$ cat src/abb_pkg.sv
package abb_pkg;

	// three spatial axes, both for input corners and output bounds
	localparam int AXES = 3;

	// integer bits of a coefficient; the rest of COEF_BITS is fraction
	localparam int COEF_INT_BITS = 4;

	// width of a configuration register index
	localparam int CFG_IDX_W = 3;

	typedef enum logic [CFG_IDX_W-1:0] {
		CFG_ROW_X = 3'd0,
		CFG_ROW_Y = 3'd1,
		CFG_ROW_Z = 3'd2,
		CFG_OFF_X = 3'd3,
		CFG_OFF_Y = 3'd4,
		CFG_OFF_Z = 3'd5
	} cfg_idx_t;

	// pipeline depth from accepted word to done strobe
	localparam int LATENCY = 4;

endpackage

$ cat src/abb_span.sv
module abb_span #(
	parameter int PROD_W = 48
) (
	input  logic                     clk,
	input  logic                     en,
	input  logic signed [PROD_W-1:0] p_lo [abb_pkg::AXES],
	input  logic signed [PROD_W-1:0] p_hi [abb_pkg::AXES],
	output logic signed [PROD_W-1:0] mn_s2 [abb_pkg::AXES],
	output logic signed [PROD_W-1:0] mx_s2 [abb_pkg::AXES]
);
	import abb_pkg::*;

	// order each term pair; the terms are independent per axis
	always_ff @(posedge clk) begin
		if (en) begin
			for (int b = 0; b < AXES; b++) begin
				if (p_lo[b] < p_hi[b]) begin
					mn_s2[b] <= p_lo[b];
					mx_s2[b] <= p_hi[b];
				end else begin
					mn_s2[b] <= p_hi[b];
					mx_s2[b] <= p_lo[b];
				end
			end
		end
	end

endmodule

$ cat config.mk
export PLATFORM = sky130hd
export DESIGN_NAME = abb_span
export DESIGN_NICKNAME = d
export VERILOG_FILES = /design/src/abb_pkg.sv /design/src/abb_span.sv
export SDC_FILE = /design/constraint.sdc
export NUM_CORES = 1
export LEC_CHECK = 0
export BUFFER_PORTS_ARGS = -buffer_cell sky130_fd_sc_hd__clkbuf_2
export CAP_MARGIN = 0
export CORE_MARGIN = 3
export CORE_UTILIZATION = 25
export DETAILED_ROUTE_END_ITERATION = 12
export GPL_TIMING_DRIVEN = 0
export PLACE_DENSITY_LB_ADDON = 0.2
export SLEW_MARGIN = 20
export SYNTH_ARGS = -nofsm -noshare
export SYNTH_HDL_FRONTEND = slang
export SYNTH_SLANG_ARGS = --single-unit
$ cat constraint.sdc
create_clock -name clk -period 3.25 [get_ports clk]
set_clock_uncertainty 0.2 [all_clocks]
set_input_delay 0.1625 -clock clk [delete_from_list [all_inputs] [get_ports clk]]
set_output_delay 0.1625 -clock clk [all_outputs]
set_load 0.05 [all_outputs]
==> impl_metrics.tcl <==
set metrics [dict create \
    drt_wl_total_um 55100 \
    antenna_left 0 \
    num_vias 12700 \
    slew_headroom_pct 54.5 \
    path_delay_family "buffers and inverters" \
    crit_path_start "p_lo[118]" \
    fin_crit_ps 3220 \
    synth.distinct_cells 41 \
    initial_utilization_pct 25.4 \
    synth_flop_cell "edfxtp_1" \
    firstDrtPassIters 4 \
    path_clk_slew_ps 60 \
    drv_cap 0 \
    p_leak_nw 10.7 \
    finalHoldViolCount 0 \
    vdd_ir_drop_max_mv 0.383 \
    viasPerCell 4.37 \
    setup.worst_path.start_class "input port" \
    numCtsBuffers 38 \
    endpoint "mn_s2[121]" \
    clk_path_buf_depth 3 \
    drc 0 \
    worstPathMaxFanout 5 \
    layout-drive-gt1-share_pct 42.3 \
    overflow 0 \
    cpPeakStageDelay_ps 550 \
    grt_pass1_vias 13800 \
    drt_iter0_drc 585 \
    areaGrowthSynthToFinish_pct 54.2 \
    status "complete, no violations" \
    crit_type "in -> reg" \
    fin_crit_sh_pct 99.0 \
    grt_pass1_wl_um 82000 \
    htree_levels 2 \
    top_level_ports 578 \
    port_buffers 577 \
    fin_tns_setup_ps 0 \
    core_area_mm2 0.0621 \
    dp_hpwl_um 40900 \
    n_fill_cell 6004 \
    die_w_um 257 \
    path_buf_inv 5 \
    worstPathArrival_ps 3290 \
    syn_nets 1558 \
    required_ps 3320 \
    cts_tree "built" \
    worst_slew_pin_slew_ps 683 \
    hold_path_depth 1 \
    synth_edf_count 288 \
    antenna_found_initial 9 \
    rsz0062_at_grt "true" \
    cts.sinks 288 \
    path_cells "dlygate4sd3_1 -> clkbuf_2 -> ha_1 -> nand4_1 -> nor3_1 -> a221o_1 -> o31a_1 -> a2111oi_4 -> buf_4 -> buf_12 -> clkbuf_16 -> mux2_1" \
    grt_use_total_pct 16.0 \
    drv_slew 0 \
    synth_area_mm2 0.0158 \
    dieArea_mm2 0.0661 \
    slowest_stage "dlygate4sd3_1" \
    post-route-util_pct 39.2 \
    die_h_um 257 \
    total_power_w 0.0132 \
    nets 2471 \
    rows 91 \
    yosysWarnings 0 \
    synthArstFlopShare_pct 0 \
    multi_input_area_mm2 0.00654 \
    cts-root-buf "clkbuf_16" \
    syn-instance-count 1127 \
    wl_per_cell_um 18.9 \
    final-seq-area_mm2 0.00865 \
    hold_path_class "in -> reg" \
    timing.fmax_mhz 311 \
    min-delay-start "en" \
    crit_cells 12 \
    yosysSeqAreaShare_pct 54.8 \
    finalSetupViolCount 0 \
    power_density_mw_per_mm2 544 \
    grt_max_degree 89 \
    syn_area_per_cell_um2 14.0 \
    yosys_register_bits 288 \
    end_kind "flop" \
    routabilityCongestion 0.808 \
]
==> through the flow <==
step	hold slack, ps	worst slack (ps)	cells	instance area [um^2]
floorplan	75.0	465	1127	15800
global placement	280	-3300	2541	19700
detailed placement	278	-880	2544	19800
CTS	19.7	3.27	2902	23900
global route	60.1	-59.9	2907	24300
finish	40.6	33.4	2908	24300
==> layout make-up <==
| cell class | instances | area share, % |
|---|---|---|
| inverter | 147 | 2.27 |
| clock inverter | 19 | 0.674 |
| antenna | 4 | 0.0412 |
| multi-input combinational | 662 | 26.9 |
| buffer | 30 | 1.22 |
| clock buffer | 48 | 4.15 |
| sequential | 288 | 35.6 |
| timing repair buffer | 873 | 24.9 |
| tap | 837 | 4.31 |
==> cell families after synthesis <==
logic type / Yosys count / share of synthesized area, %
DFF: 288 / 54.8
muxes: 288 / 20.6
buffers and inverters: 177 / 4.91
and+or+nand+nor: 118 / 4.01
adders and majority gates: 141 / 11.2
AOI/OAI and AO/OA: 115 / 4.51
==> cell usage after synthesis (all sizes together) (3+ instances only) <==
master | instances | area (um^2)
nand2 | 33 | 124
mux2 | 288 | 3240
nor3 | 10 | 50.1
ha | 141 | 1760
nand2b | 6 | 37.5
a221oi | 4 | 35.0
a31oi | 3 | 18.8
o21ai | 20 | 100
edfxtp | 288 | 8650
nor2 | 10 | 37.5
a21o | 5 | 37.5
a21oi | 58 | 290
nand4 | 28 | 175
o21a | 3 | 22.5
a211oi | 4 | 30.0
and4 | 3 | 26.3
nand3 | 17 | 85.1
buf | 30 | 223
inv | 147 | 552
nor4 | 6 | 50.0
a221o | 3 | 30.0
==> report_power, final <==
part	switching, W	total (W)	internal (W)
clock network	0.00168	0.00411	0.00243
logic	0.00283	0.00432	0.00149
registers	0.000134	0.00481	0.00468
total	0.00465	0.0132	0.00860
==> state kept, by name (all words and copies together), names as in the netlist <==
| signal | cells |
|---|---|
| mn_s2 | 144 |
| mx_s2 | 144 |
==> worst min-delay path by stage <==
stage | end | slack, ps
after floorplan | mn_s2[0] | 70
after global placement | mn_s2[113] | 280
after detailed placement | mn_s2[9] | 280
after CTS | mn_s2[134] | 20
after global routing | mn_s2[134] | 60
final | mx_s2[32] | 40
==> routing by layer <==
| metal | vias to the layer above | part of all wire [%] | global-route usage [%] | routed length [um] |
|---|---|---|---|---|
| met5 | - | 0.12 | 0 | 67 |
| met4 | 10 | 3.3 | 5.84 | 1830 |
| met3 | 106 | 7.8 | 5.41 | 4300 |
| met2 | 405 | 50 | 28.6 | 27600 |
| met1 | 6089 | 39 | 17.6 | 21200 |
| li1 | 6101 | - | - | - |
==> repair_timing <==
action / CTS / global route
resized for setup: 3 / 51
gates cloned: 0 / 8
hold buffers: 291 / 0
hold endpoints to repair: 288 / 0
pin swaps: 0 / 11
setup endpoints to repair: 60 / 206
buffers inserted: 0 / 8
==> cells in the final DEF (no fill, tap or decap), types with 4 or more instances in the layout <==
cell type      count
buf_2              7
buf_4             20
mux2_2           189
inv_1            143
ha_1             134
buf_12             6
o21ai_0           19
a221oi_1           4
clkbuf_2         562
clkbuf_16         45
edfxtp_1         288
dlygate4sd3_1    290
nand2b_1           6
mux2_1            99
nor2_1            10
nand4_1           28
inv_2              4
ha_4               7
nand2_1           33
clkinv_1          10
clkinv_2           4
nor3_1             7
clkbuf_4           4
clkbuf_1           9
a21o_1             5
nand3_1           17
diode_2            4
a21oi_1           58
Power figures use the tool's default switching activity.
