--- config.mk ---
export PLATFORM = sky130hd
export DESIGN_NAME = abb_sat
export DESIGN_NICKNAME = d
export VERILOG_FILES = /design/src/abb_pkg.sv /design/src/abb_sat.sv
export SDC_FILE = /design/constraint.sdc
export NUM_CORES = 1
export LEC_CHECK = 0
export BUFFER_PORTS_ARGS = -buffer_cell sky130_fd_sc_hd__buf_2
export CAP_MARGIN = 20
export CORE_AREA = 5 5 88 90
export DETAILED_ROUTE_END_ITERATION = 8
export DIE_AREA = 0 0 93 95
export PLACE_DENSITY = 0.84
export SYNTH_ARGS = -nofsm -noshare
export SYNTH_HDL_FRONTEND = slang
export SYNTH_SLANG_ARGS = --single-unit
export TNS_END_PERCENT = 1
--- constraint.sdc ---
create_clock -name clk -period 2.34 [get_ports clk]
set_input_delay 0.468 -clock clk [delete_from_list [all_inputs] [get_ports clk]]
set_output_delay 0.468 -clock clk [all_outputs]
set_load 0.02 [all_outputs]
--- src/abb_pkg.sv ---
package abb_pkg;

	// three spatial axes, both for input corners and output bounds
	localparam int AXES = 3;

	// integer bits of a coefficient; the rest of COEF_BITS is fraction
	localparam int COEF_INT_BITS = 4;

	// width of a configuration register index
	localparam int CFG_IDX_W = 3;

	typedef enum logic [CFG_IDX_W-1:0] {
		CFG_ROW_X = 3'd0,
		CFG_ROW_Y = 3'd1,
		CFG_ROW_Z = 3'd2,
		CFG_OFF_X = 3'd3,
		CFG_OFF_Y = 3'd4,
		CFG_OFF_Z = 3'd5
	} cfg_idx_t;

	// pipeline depth from accepted word to done strobe
	localparam int LATENCY = 4;

endpackage

--- src/abb_sat.sv ---
module abb_sat #(
	parameter int COORD_BITS = 32,
	parameter int COEF_BITS  = 16
) (
	input  logic                                   clk,
	input  logic                                   en,
	input  logic signed [COORD_BITS+COEF_BITS+1:0] sum_lo,
	input  logic signed [COORD_BITS+COEF_BITS+1:0] sum_hi,
	output logic signed [COORD_BITS-1:0]           lo_s4,
	output logic signed [COORD_BITS-1:0]           hi_s4
);
	import abb_pkg::*;

	localparam int FRAC  = COEF_BITS - COEF_INT_BITS;
	localparam int SUM_W = COORD_BITS + COEF_BITS + 2;
	localparam logic signed [SUM_W-1:0] MAXV = (SUM_W'(1) << (COORD_BITS - 1)) - SUM_W'(1);
	localparam logic signed [SUM_W-1:0] MINV = ~MAXV;

	logic signed [SUM_W-1:0] rnd_lo;
	logic signed [SUM_W-1:0] rnd_hi;

	// floor shift; the half was added upstream
	assign rnd_lo = sum_lo >>> FRAC;
	assign rnd_hi = sum_hi >>> FRAC;

	always_ff @(posedge clk) begin
		if (en) begin
			if (rnd_lo > MAXV)      lo_s4 <= MAXV[COORD_BITS-1:0];
			else if (rnd_lo < MINV) lo_s4 <= MINV[COORD_BITS-1:0];
			else                    lo_s4 <= rnd_lo[COORD_BITS-1:0];
			if (rnd_hi > MAXV)      hi_s4 <= MAXV[COORD_BITS-1:0];
			else if (rnd_hi < MINV) hi_s4 <= MINV[COORD_BITS-1:0];
			else                    hi_s4 <= rnd_hi[COORD_BITS-1:0];
		end
	end

endmodule

==> impl_summary.log <==
INFO  metric result_of_the_run = finished clean
INFO  metric post_layout_nonfiller_instances = ~450
INFO  metric area.sequential = 1920 um2
INFO  metric netlist_area = 3290 um2
INFO  metric yosys_most_used_dff = edfxtp_1
INFO  metric path_delay_family = simple AND/OR/NAND/NOR gates
INFO  metric multiInputGateArea = 1190 um2
INFO  metric post_synth_num_cell_types = 15
INFO  metric critPathSlowestCell = or4_4
INFO  metric cp_slowest_stage_delay = ~0.8 ns
INFO  metric globalRoute.busiestLayer = met2
INFO  metric synth_area_per_cell = 14.3 um2
INFO  metric timing.slew.headroom = 59.8%
INFO  metric globalRouteOverflowTotal = 0
INFO  metric post-synth-top-area-cell = edfxtp_1
INFO  metric tritoncts_clock_tree = yes
INFO  metric globalplace.congestion = 0.720
INFO  metric crit_path_cell_trace = buf_2, or4_4, nor4_2, o2bb2ai_1
INFO  metric timing.fmax = 601 MHz
INFO  metric design.core.area = ~7000 um2
INFO  metric place.detailed.hpwl = roughly 5700 um
INFO  metric initial_antenna_violation_count = 0
INFO  metric ys_seq_elements = 64
INFO  metric yosysMostFrequentCell = edfxtp_1
INFO  metric htree_levels = 3
INFO  metric synth_common_cells = edfxtp_1, nand4_1, a2bb2oi_1, o2bb2ai_1, nor4_2
INFO  metric drtIter0Drc = around 120
INFO  metric synth_warnings = 0
INFO  metric grt.met2_usage = 30.8%
INFO  metric power.total = 3.11 mW
INFO  metric grt_setup_unrepaired = false
INFO  metric grt_util_met1 = 23.0%
INFO  metric cts.sinks = 64
INFO  metric fp.dieArea = 8840 um2
INFO  metric hold-worst-slack = 0.441 ns
INFO  metric netlist_top_cells_area = edfxtp_1, nor4_2, a2bb2oi_1
INFO  metric detail_route.drc_violations = 0
INFO  metric antenna-diode-count = 0
INFO  metric cts_resized = 0
INFO  metric critical_path_class = in2reg
INFO  metric first_pass_grt_wire_length = 12800 um
INFO  metric finalSetupViolations = 0
INFO  metric vdd_ir_drop_max = between 0.3 and 0.4 mV
INFO  metric post_drt_via_cell_ratio = approximately 6.0
INFO  metric cts_root_buf = clkbuf_8
INFO  metric grt_util_met3 = 5.50%
INFO  metric grt_util_all_layers = a little under a fifth
INFO  metric synth_top_area_share = 58.4%
INFO  metric via_count_of_the_first_global_routing_pass = between 2000 and 3000
INFO  metric cts_hold_buf = 0
INFO  metric core.rowCount = 31
INFO  metric path_clk_slew = about 0.070 ns
INFO  metric floorplan.initialDensity = about 47%
INFO  metric drt-wirelength-per-cell = 18.7 um
INFO  metric num-fill-cells = ~550
INFO  metric cts_setup_buffers = 0
INFO  metric final_layout_net_count = 460
INFO  metric synthesis.instances = between 200 and 250
INFO  metric number_of_cells_after_detailed_placement = 429
INFO  metric drt_pre_antenna_iters = 4
INFO  metric layout_cells_sized_above_1 = around 55%
INFO  metric cts-root-to-sink-buffers = 2
INFO  metric quantity_of_i_o_buffers_inserted_on_ports = 141
INFO  metric cp-end-kind = flop
INFO  metric worstPathBufferInverterCount = 1
INFO  metric grt_max_degree = 42
INFO  metric route.antenna.remaining_nets = 0
INFO  metric crit_fanout = 31
INFO  metric cp_data_required_time = roughly 2.4 ns
INFO  metric io-pin-count = between 150 and 200
INFO  metric detailroute.via_count = 2672
INFO  metric tightest_slew = 0.603 ns
INFO  metric aggregate_routed_wire_length = 8330 um
INFO  metric timing.critical_path.arrival = 1.72 ns
INFO  metric edff_count_synth = 64
INFO  metric post_layout_min_period = about 1.7 ns
INFO  metric final-hold-violation-count = 0
INFO  metric cts_made_buffers = 9
INFO  metric report.final.slew_viol_count = 0
INFO  metric area_growth = 29.8%
INFO  metric synth.yosys.seq_area_share = 58.4%
INFO  metric fp.dieW = 93 um
INFO  metric postSynthNetCount = 332
INFO  metric die_y = roughly 95 um
INFO  metric max_cap_violations = 0
INFO  metric setup-tns-final = 0 ns
INFO  metric async_flop_share = 0%
INFO  metric critical_path.startpoint_type = input port
INFO  metric power.static_leakage = around 1.6 nW
INFO  metric power_density = 729 nW/um2
INFO  metric final_min_period_over_clock_period = 71.1%
INFO  metric hp-class = in2reg
-- sequential cells by signal, indices dropped and copies added (netlist names) --
name   flops
hi_s4     32
lo_s4     32
-- report_power, final --
part | switching [mW] | total (mW) | internal (mW) | leakage [nW]
Sequential | 0.0240 | 1.39 | 1.37 | 0.626
Combinational | 0.307 | 0.460 | 0.153 | 0.811
Clock | 0.441 | 1.26 | 0.819 | 0.134
-- kinds of logic (layout without fill, tap and decap cells) --
family	after synthesis	count (layout)	synth area share [%]
flops	64	64	58.4
compound gates	62	62	16.5
simple gates	70	70	19.7
buf+inv	34	167	5.29
-- cells in the final DEF, fill, tap and decap left out --
master,n
inv_6,1
clkbuf_8,9
a2bb2oi_1,31
clkinv_2,1
clkinv_4,1
nand4_1,32
nor4_4,3
edfxtp_1,64
nor2_1,1
nand2_1,2
nor2_2,1
and4_1,1
buf_4,10
or4_4,1
o2bb2ai_1,31
buf_2,141
bufinv_16,4
nor4_1,2
nor4_2,27
-- through the flow --
| stage | utilization (%) | instance area (um2) | setup slack, ns |
|---|---|---|---|
| after global placement | 57.3 | 4000 | 0.345 |
| after detailed placement | 57.3 | 4000 | 0.314 |
| final | 61.1 | 4270 | 0.676 |
| after floorplan | - | 3290 | 0.617 |
| after CTS | 61.1 | 4270 | 0.684 |
| after global routing | 61.1 | 4270 | 0.608 |
-- layer usage --
layer	part of all wire (%)	vias up	wire, um
met2	49	141	4080
met5	0	-	0
met1	40	1273	3340
li1	-	1249	-
met4	0.90	0	75
met3	10	9	847
-- path summary, 6_finish.rpt --
| check | from | to | slack [ns] | cells after the start |
|---|---|---|---|---|
| setup / recovery | sum_hi[48] | hi_s4[15] | 0.68 | 4 |
| hold / removal | sum_hi[41] | hi_s4[29] | 0.44 | 2 |
-- area by class of cell --
cell class / instances / area share [%]
Clock buffer: 9 / 2.90
Multi-Input combinational cell: 132 / 28.0
Sequential cell: 64 / 45.0
Timing Repair Buffer: 151 / 18.3
Clock inverter: 7 / 3.34
Tap cell: 82 / 2.40
Power figures use the tool's default switching activity.
