--- src/abb_pkg.sv ---
package abb_pkg;

	// three spatial axes, both for input corners and output bounds
	localparam int AXES = 3;

	// integer bits of a coefficient; the rest of COEF_BITS is fraction
	localparam int COEF_INT_BITS = 4;

	// width of a configuration register index
	localparam int CFG_IDX_W = 3;

	typedef enum logic [CFG_IDX_W-1:0] {
		CFG_ROW_X = 3'd0,
		CFG_ROW_Y = 3'd1,
		CFG_ROW_Z = 3'd2,
		CFG_OFF_X = 3'd3,
		CFG_OFF_Y = 3'd4,
		CFG_OFF_Z = 3'd5
	} cfg_idx_t;

	// pipeline depth from accepted word to done strobe
	localparam int LATENCY = 4;

endpackage

--- src/abb_acc.sv ---
module abb_acc #(
	parameter int COORD_BITS = 32,
	parameter int COEF_BITS  = 16
) (
	input  logic                                   clk,
	input  logic                                   en,
	input  logic signed [COORD_BITS+COEF_BITS-1:0] mn [abb_pkg::AXES],
	input  logic signed [COORD_BITS+COEF_BITS-1:0] mx [abb_pkg::AXES],
	input  logic signed [COORD_BITS-1:0]           offset,
	output logic signed [COORD_BITS+COEF_BITS+1:0] sum_lo_s3,
	output logic signed [COORD_BITS+COEF_BITS+1:0] sum_hi_s3
);
	import abb_pkg::*;

	localparam int FRAC  = COEF_BITS - COEF_INT_BITS;
	localparam int SUM_W = COORD_BITS + COEF_BITS + 2;
	localparam logic signed [SUM_W-1:0] HALF = SUM_W'(1) << (FRAC - 1);

	logic signed [SUM_W-1:0] off_w;

	// offset aligned to the product scale, rounding half folded in
	assign off_w = (SUM_W'(offset) <<< FRAC) + HALF;

	always_ff @(posedge clk) begin
		if (en) begin
			sum_lo_s3 <= SUM_W'(mn[0]) + SUM_W'(mn[1]) + SUM_W'(mn[2]) + off_w;
			sum_hi_s3 <= SUM_W'(mx[0]) + SUM_W'(mx[1]) + SUM_W'(mx[2]) + off_w;
		end
	end

endmodule

--- config.mk ---
export PLATFORM = sky130hd
export DESIGN_NAME = abb_acc
export DESIGN_NICKNAME = d
export VERILOG_FILES = /design/src/abb_pkg.sv /design/src/abb_acc.sv
export SDC_FILE = /design/constraint.sdc
export NUM_CORES = 1
export LEC_CHECK = 0
export ABC_CLOCK_PERIOD_IN_PS = 5850
export BUFFER_PORTS_ARGS = -buffer_cell sky130_fd_sc_hd__clkbuf_2
export CAP_MARGIN = 20
export CORE_AREA = 2 2 165 167
export CTS_CLUSTER_DIAMETER = 100
export DETAILED_ROUTE_END_ITERATION = 8
export DIE_AREA = 0 0 167 169
export GPL_TIMING_DRIVEN = 0
export PLACE_DENSITY = 0.82
export SLEW_MARGIN = 20
export SYNTH_ARGS = -nofsm -noshare
export SYNTH_HDL_FRONTEND = slang
export SYNTH_SLANG_ARGS = --single-unit
--- constraint.sdc ---
create_clock -name clk -period 5.85 [get_ports clk]
set_clock_uncertainty 0.15 [all_clocks]
set_input_delay 0.585 -clock clk [delete_from_list [all_inputs] [get_ports clk]]
set_output_delay 0.585 -clock clk [all_outputs]
set_load 0.005 [all_outputs]
==> flow_metrics.py <==
metrics = {
    "cts": {
        "numCtsBuffers": 9,
        "htreeDepth": 3,
        "holdBufCountCts": 0,
        "cts_tree": "yes",
        "cts_root_buffer": "clkbuf_16",
        "cts_resized": 0,
        "post_cts_buffers": 0,
        "cts.clk_slew.worst_paths_ns": 0.08,
        "clock_path_buffers": 2,
        "cts_sinks": 100,
    },
    "critical_path": {
        "worstSetupPathType": "input pin to flip-flop",
        "crit_required_ns": 5.80,
        "critPathLaunchType": "input pin",
        "crit_fanout": 3,
        "critPathArrivalTime_ns": 4.64,
        "endpoint_kind": "flip-flop",
    },
    "floorplanning": {
        "die_y_um": 169,
        "pin_count": 422,
        "std_cell_rows": 60,
        "initial_core_util_pct": 53.17,
        "core-area_um2": 26500,
        "die_area_um2": 28220,
        "die_w_um": 167,
    },
    "sta": {
        "rsz0062_at_grt": "no",
        "finalWorstPathRequiredPeriod_ns": 4.694,
        "slew_viol_final": 0,
        "relSlewSlack_pct": 63.76,
        "tns_ns": 0,
        "maxClockFrequency_mhz": 213.0,
        "fin_crit_sh_pct": 80.25,
        "worstMarginPinSlew_ns": 0.5426,
        "setup_viol": 0,
        "hold_viol": 0,
    },
    "drt": {
        "post_drt_wl_per_cell_um": 16.66,
        "drc": 0,
        "wirelength_um": 39260,
        "route.vias.total": 12140,
        "dr.pass1.iters": 5,
        "viasPerCell": 5.152,
        "drtAntennaViolNets": 0,
        "initialDrtViolationCount": 676,
    },
    "global_routing": {
        "antenna_found_initial": 0,
        "grt_pass1_wl_um": 62460,
        "gr-total-overflow": 0,
        "grt_pass1_vias": 12510,
        "grt_max_degree": 92,
        "grtUsageTotal_pct": 28.04,
    },
    "synth": {
        "synth_area_leaders": "fa_1 (24%), edfxtp_1 (21%), inv_1 (13%), ha_1 (10%), a21o_1 (3.4%)",
        "yosysTopAreaCellShare_pct": 24.44,
        "synthArstFlopShare_pct": 0,
        "syn_avg_cell_area_um2": 8.918,
        "ys_seq_area_share_pct": 21.31,
        "synth_edf_count": 100,
        "synthDistinctLibCells": 65,
        "yosysWarnings": 0,
        "netlist_area_um2": 14090,
        "netlist_instances": 1580,
        "syn_nets": 2190,
        "synth.largest_area_cell": "fa_1",
        "synthFlopType": "edfxtp_1",
        "synth_seq_cells": 100,
    },
    "finish": {
        "nets": 2623,
        "fin_util_pct": 63.93,
        "fin_area_um2": 16940,
        "drive_above_1_share_pct": 23.31,
        "antennaDiodeCount": 0,
        "syn_to_final_growth_pct": 20.24,
    },
    "worst_hold_path": {
        "whs_endpoint": "sum_hi_s3[49]$_DFFE_PP_",
        "min_from": "en",
        "hold_class": "input pin to flip-flop",
        "min_path_cells": 1,
    },
    "status": {
        "status": "finished, final reports clean",
    },
    "pwr": {
        "p_total_uw": 5767,
        "p_leak_uw": 0.009440,
        "max-vdd-ir-drop_v": 0.0001908,
        "power_density_nw_per_um2": 340.4,
    },
    "placement": {
        "place_area_um2": 16660,
        "port-buffer-count": 421,
        "place_congestion": 0.9424,
        "hpwlAfterDp_um": 34650,
    },
    "flow_run": {
        "maxCapViolations": 0,
    },
}
==> where the power goes <==
group | leakage [uW] | total [uW] | switching, uW | internal [uW]
clock | 0.000127 | 616 | 287 | 328
combinational | 0.00833 | 3750 | 2180 | 1580
sequential | 0.000979 | 1400 | 101 | 1300
==> state kept, by name (all words and copies together), names as in the netlist <==
| name | flops |
|---|---|
| sum_lo_s3 | 50 |
| sum_hi_s3 | 50 |
==> critical path: stages <==
cell and delay, ns:
clkbuf_2 0.07, inv_1 0.04, fa_1 0.54, inv_1 0.04, ha_1 0.26, ha_1 0.24
fa_1 0.46, a211oi_2 0.27, o21ai_1 0.15, a2111oi_2 0.53, nor2_1 0.17, nor4b_2 0.45
o31ai_1 0.23, a221oi_2 0.41, o311ai_1 0.17
==> metrics by stage <==
stage | worst slack (ns) | std cells | hold WS [ns]
2_1_floorplan | 1.550 | 1580 | 0.5475
3_3_place_gp | 0.8102 | 2342 | 0.8349
3_5_place_dp | 0.8349 | 2343 | 0.7394
4_1_cts | 1.140 | 2357 | 0.3655
5_1_grt | 0.8636 | 2357 | 0.3638
6_report | 1.156 | 2357 | 0.3707
==> synth_stat cells, types with 3 or more instances <==
cell and instances:
inv_1 500, fa_1 172, ha_1 116, edfxtp_1 100, a21oi_1 88, a21o_1 64
nor2_1 64, nand2_1 61, xnor2_1 53, o21ai_0 45, clkbuf_1 32, xor2_1 32
nand4_1 25, nand3_1 22, o21bai_1 22, nor3_1 14, a211oi_1 12, a31oi_1 12
o21a_1 9, nor2b_1 8, or3_1 8, buf_2 7, nand2b_1 7, o211ai_1 7
o31ai_1 7, o21ai_1 6, and2_1 5, nor4_1 5, and3_1 4, nand3b_1 4
nor3b_1 4, o2111ai_1 4, a211oi_2 3, a31o_2 3, clkbuf_2 3, mux2i_1 3
o211ai_2 3, o41ai_2 3, or2_2 3
==> placed cells by master (no fill, tap or decap), drive strengths merged, types with 7 or more instances in the layout <==
cell type,instances
a211oi,15
a21o,64
a21oi,90
a31oi,13
buf,8
clkbuf,466
edfxtp,100
fa,172
ha,116
inv,500
nand2,61
nand2b,7
nand3,22
nand4,25
nor2,64
nor2b,8
nor3,14
o211ai,10
o21a,9
o21ai,52
o21bai,22
o31ai,8
or3,8
xnor2,53
xor2,32
==> kinds of logic after synthesis <==
group	synth area share, %
flops	21.31
fa+ha+maj	34.74
buf+inv	14.53
mux	0.2131
xor+xnor	5.283
simple gates	8.542
compound gates	15.39
==> metal layers <==
layer	vias to the layer above	track usage, %	share of wire, %	routed length [um]
met3	80	3.203	6.2	2443
met2	539	49.97	50	19740
met1	5640	34.50	39	15430
li1	5885	-	-	-
met4	0	12.14	4.2	1650
met5	-	0	0	0
==> layout make-up <==
type,instances,area (um^2)
fill,2245,9558
multi-input combinational,938,9041
sequential,100,3003
timing repair buffer,422,2143
inverter,500,1877
tap,341,426.7
clock buffer,10,229.0
buffer,42,170.2
clock inverter,4,52.55
==> worst max path at each step <==
| stage | depth (start not counted) | to | start |
|---|---|---|---|
| 6_report | 15 | sum_lo_s3[48]$_DFFE_PP_ | mn[2] |
| 5_1_grt | 15 | sum_lo_s3[48]$_DFFE_PP_ | mn[2] |
| 4_1_cts | 15 | sum_lo_s3[48]$_DFFE_PP_ | mn[2] |
| 3_5_place_dp | 15 | sum_lo_s3[48]$_DFFE_PP_ | mn[2] |
| 3_3_place_gp | 15 | sum_lo_s3[48]$_DFFE_PP_ | mn[2] |
| 2_1_floorplan | 14 | sum_lo_s3[48]$_DFFE_PP_ | mn[2] |
No activity file was read; power rests on OpenSTA's default activity.
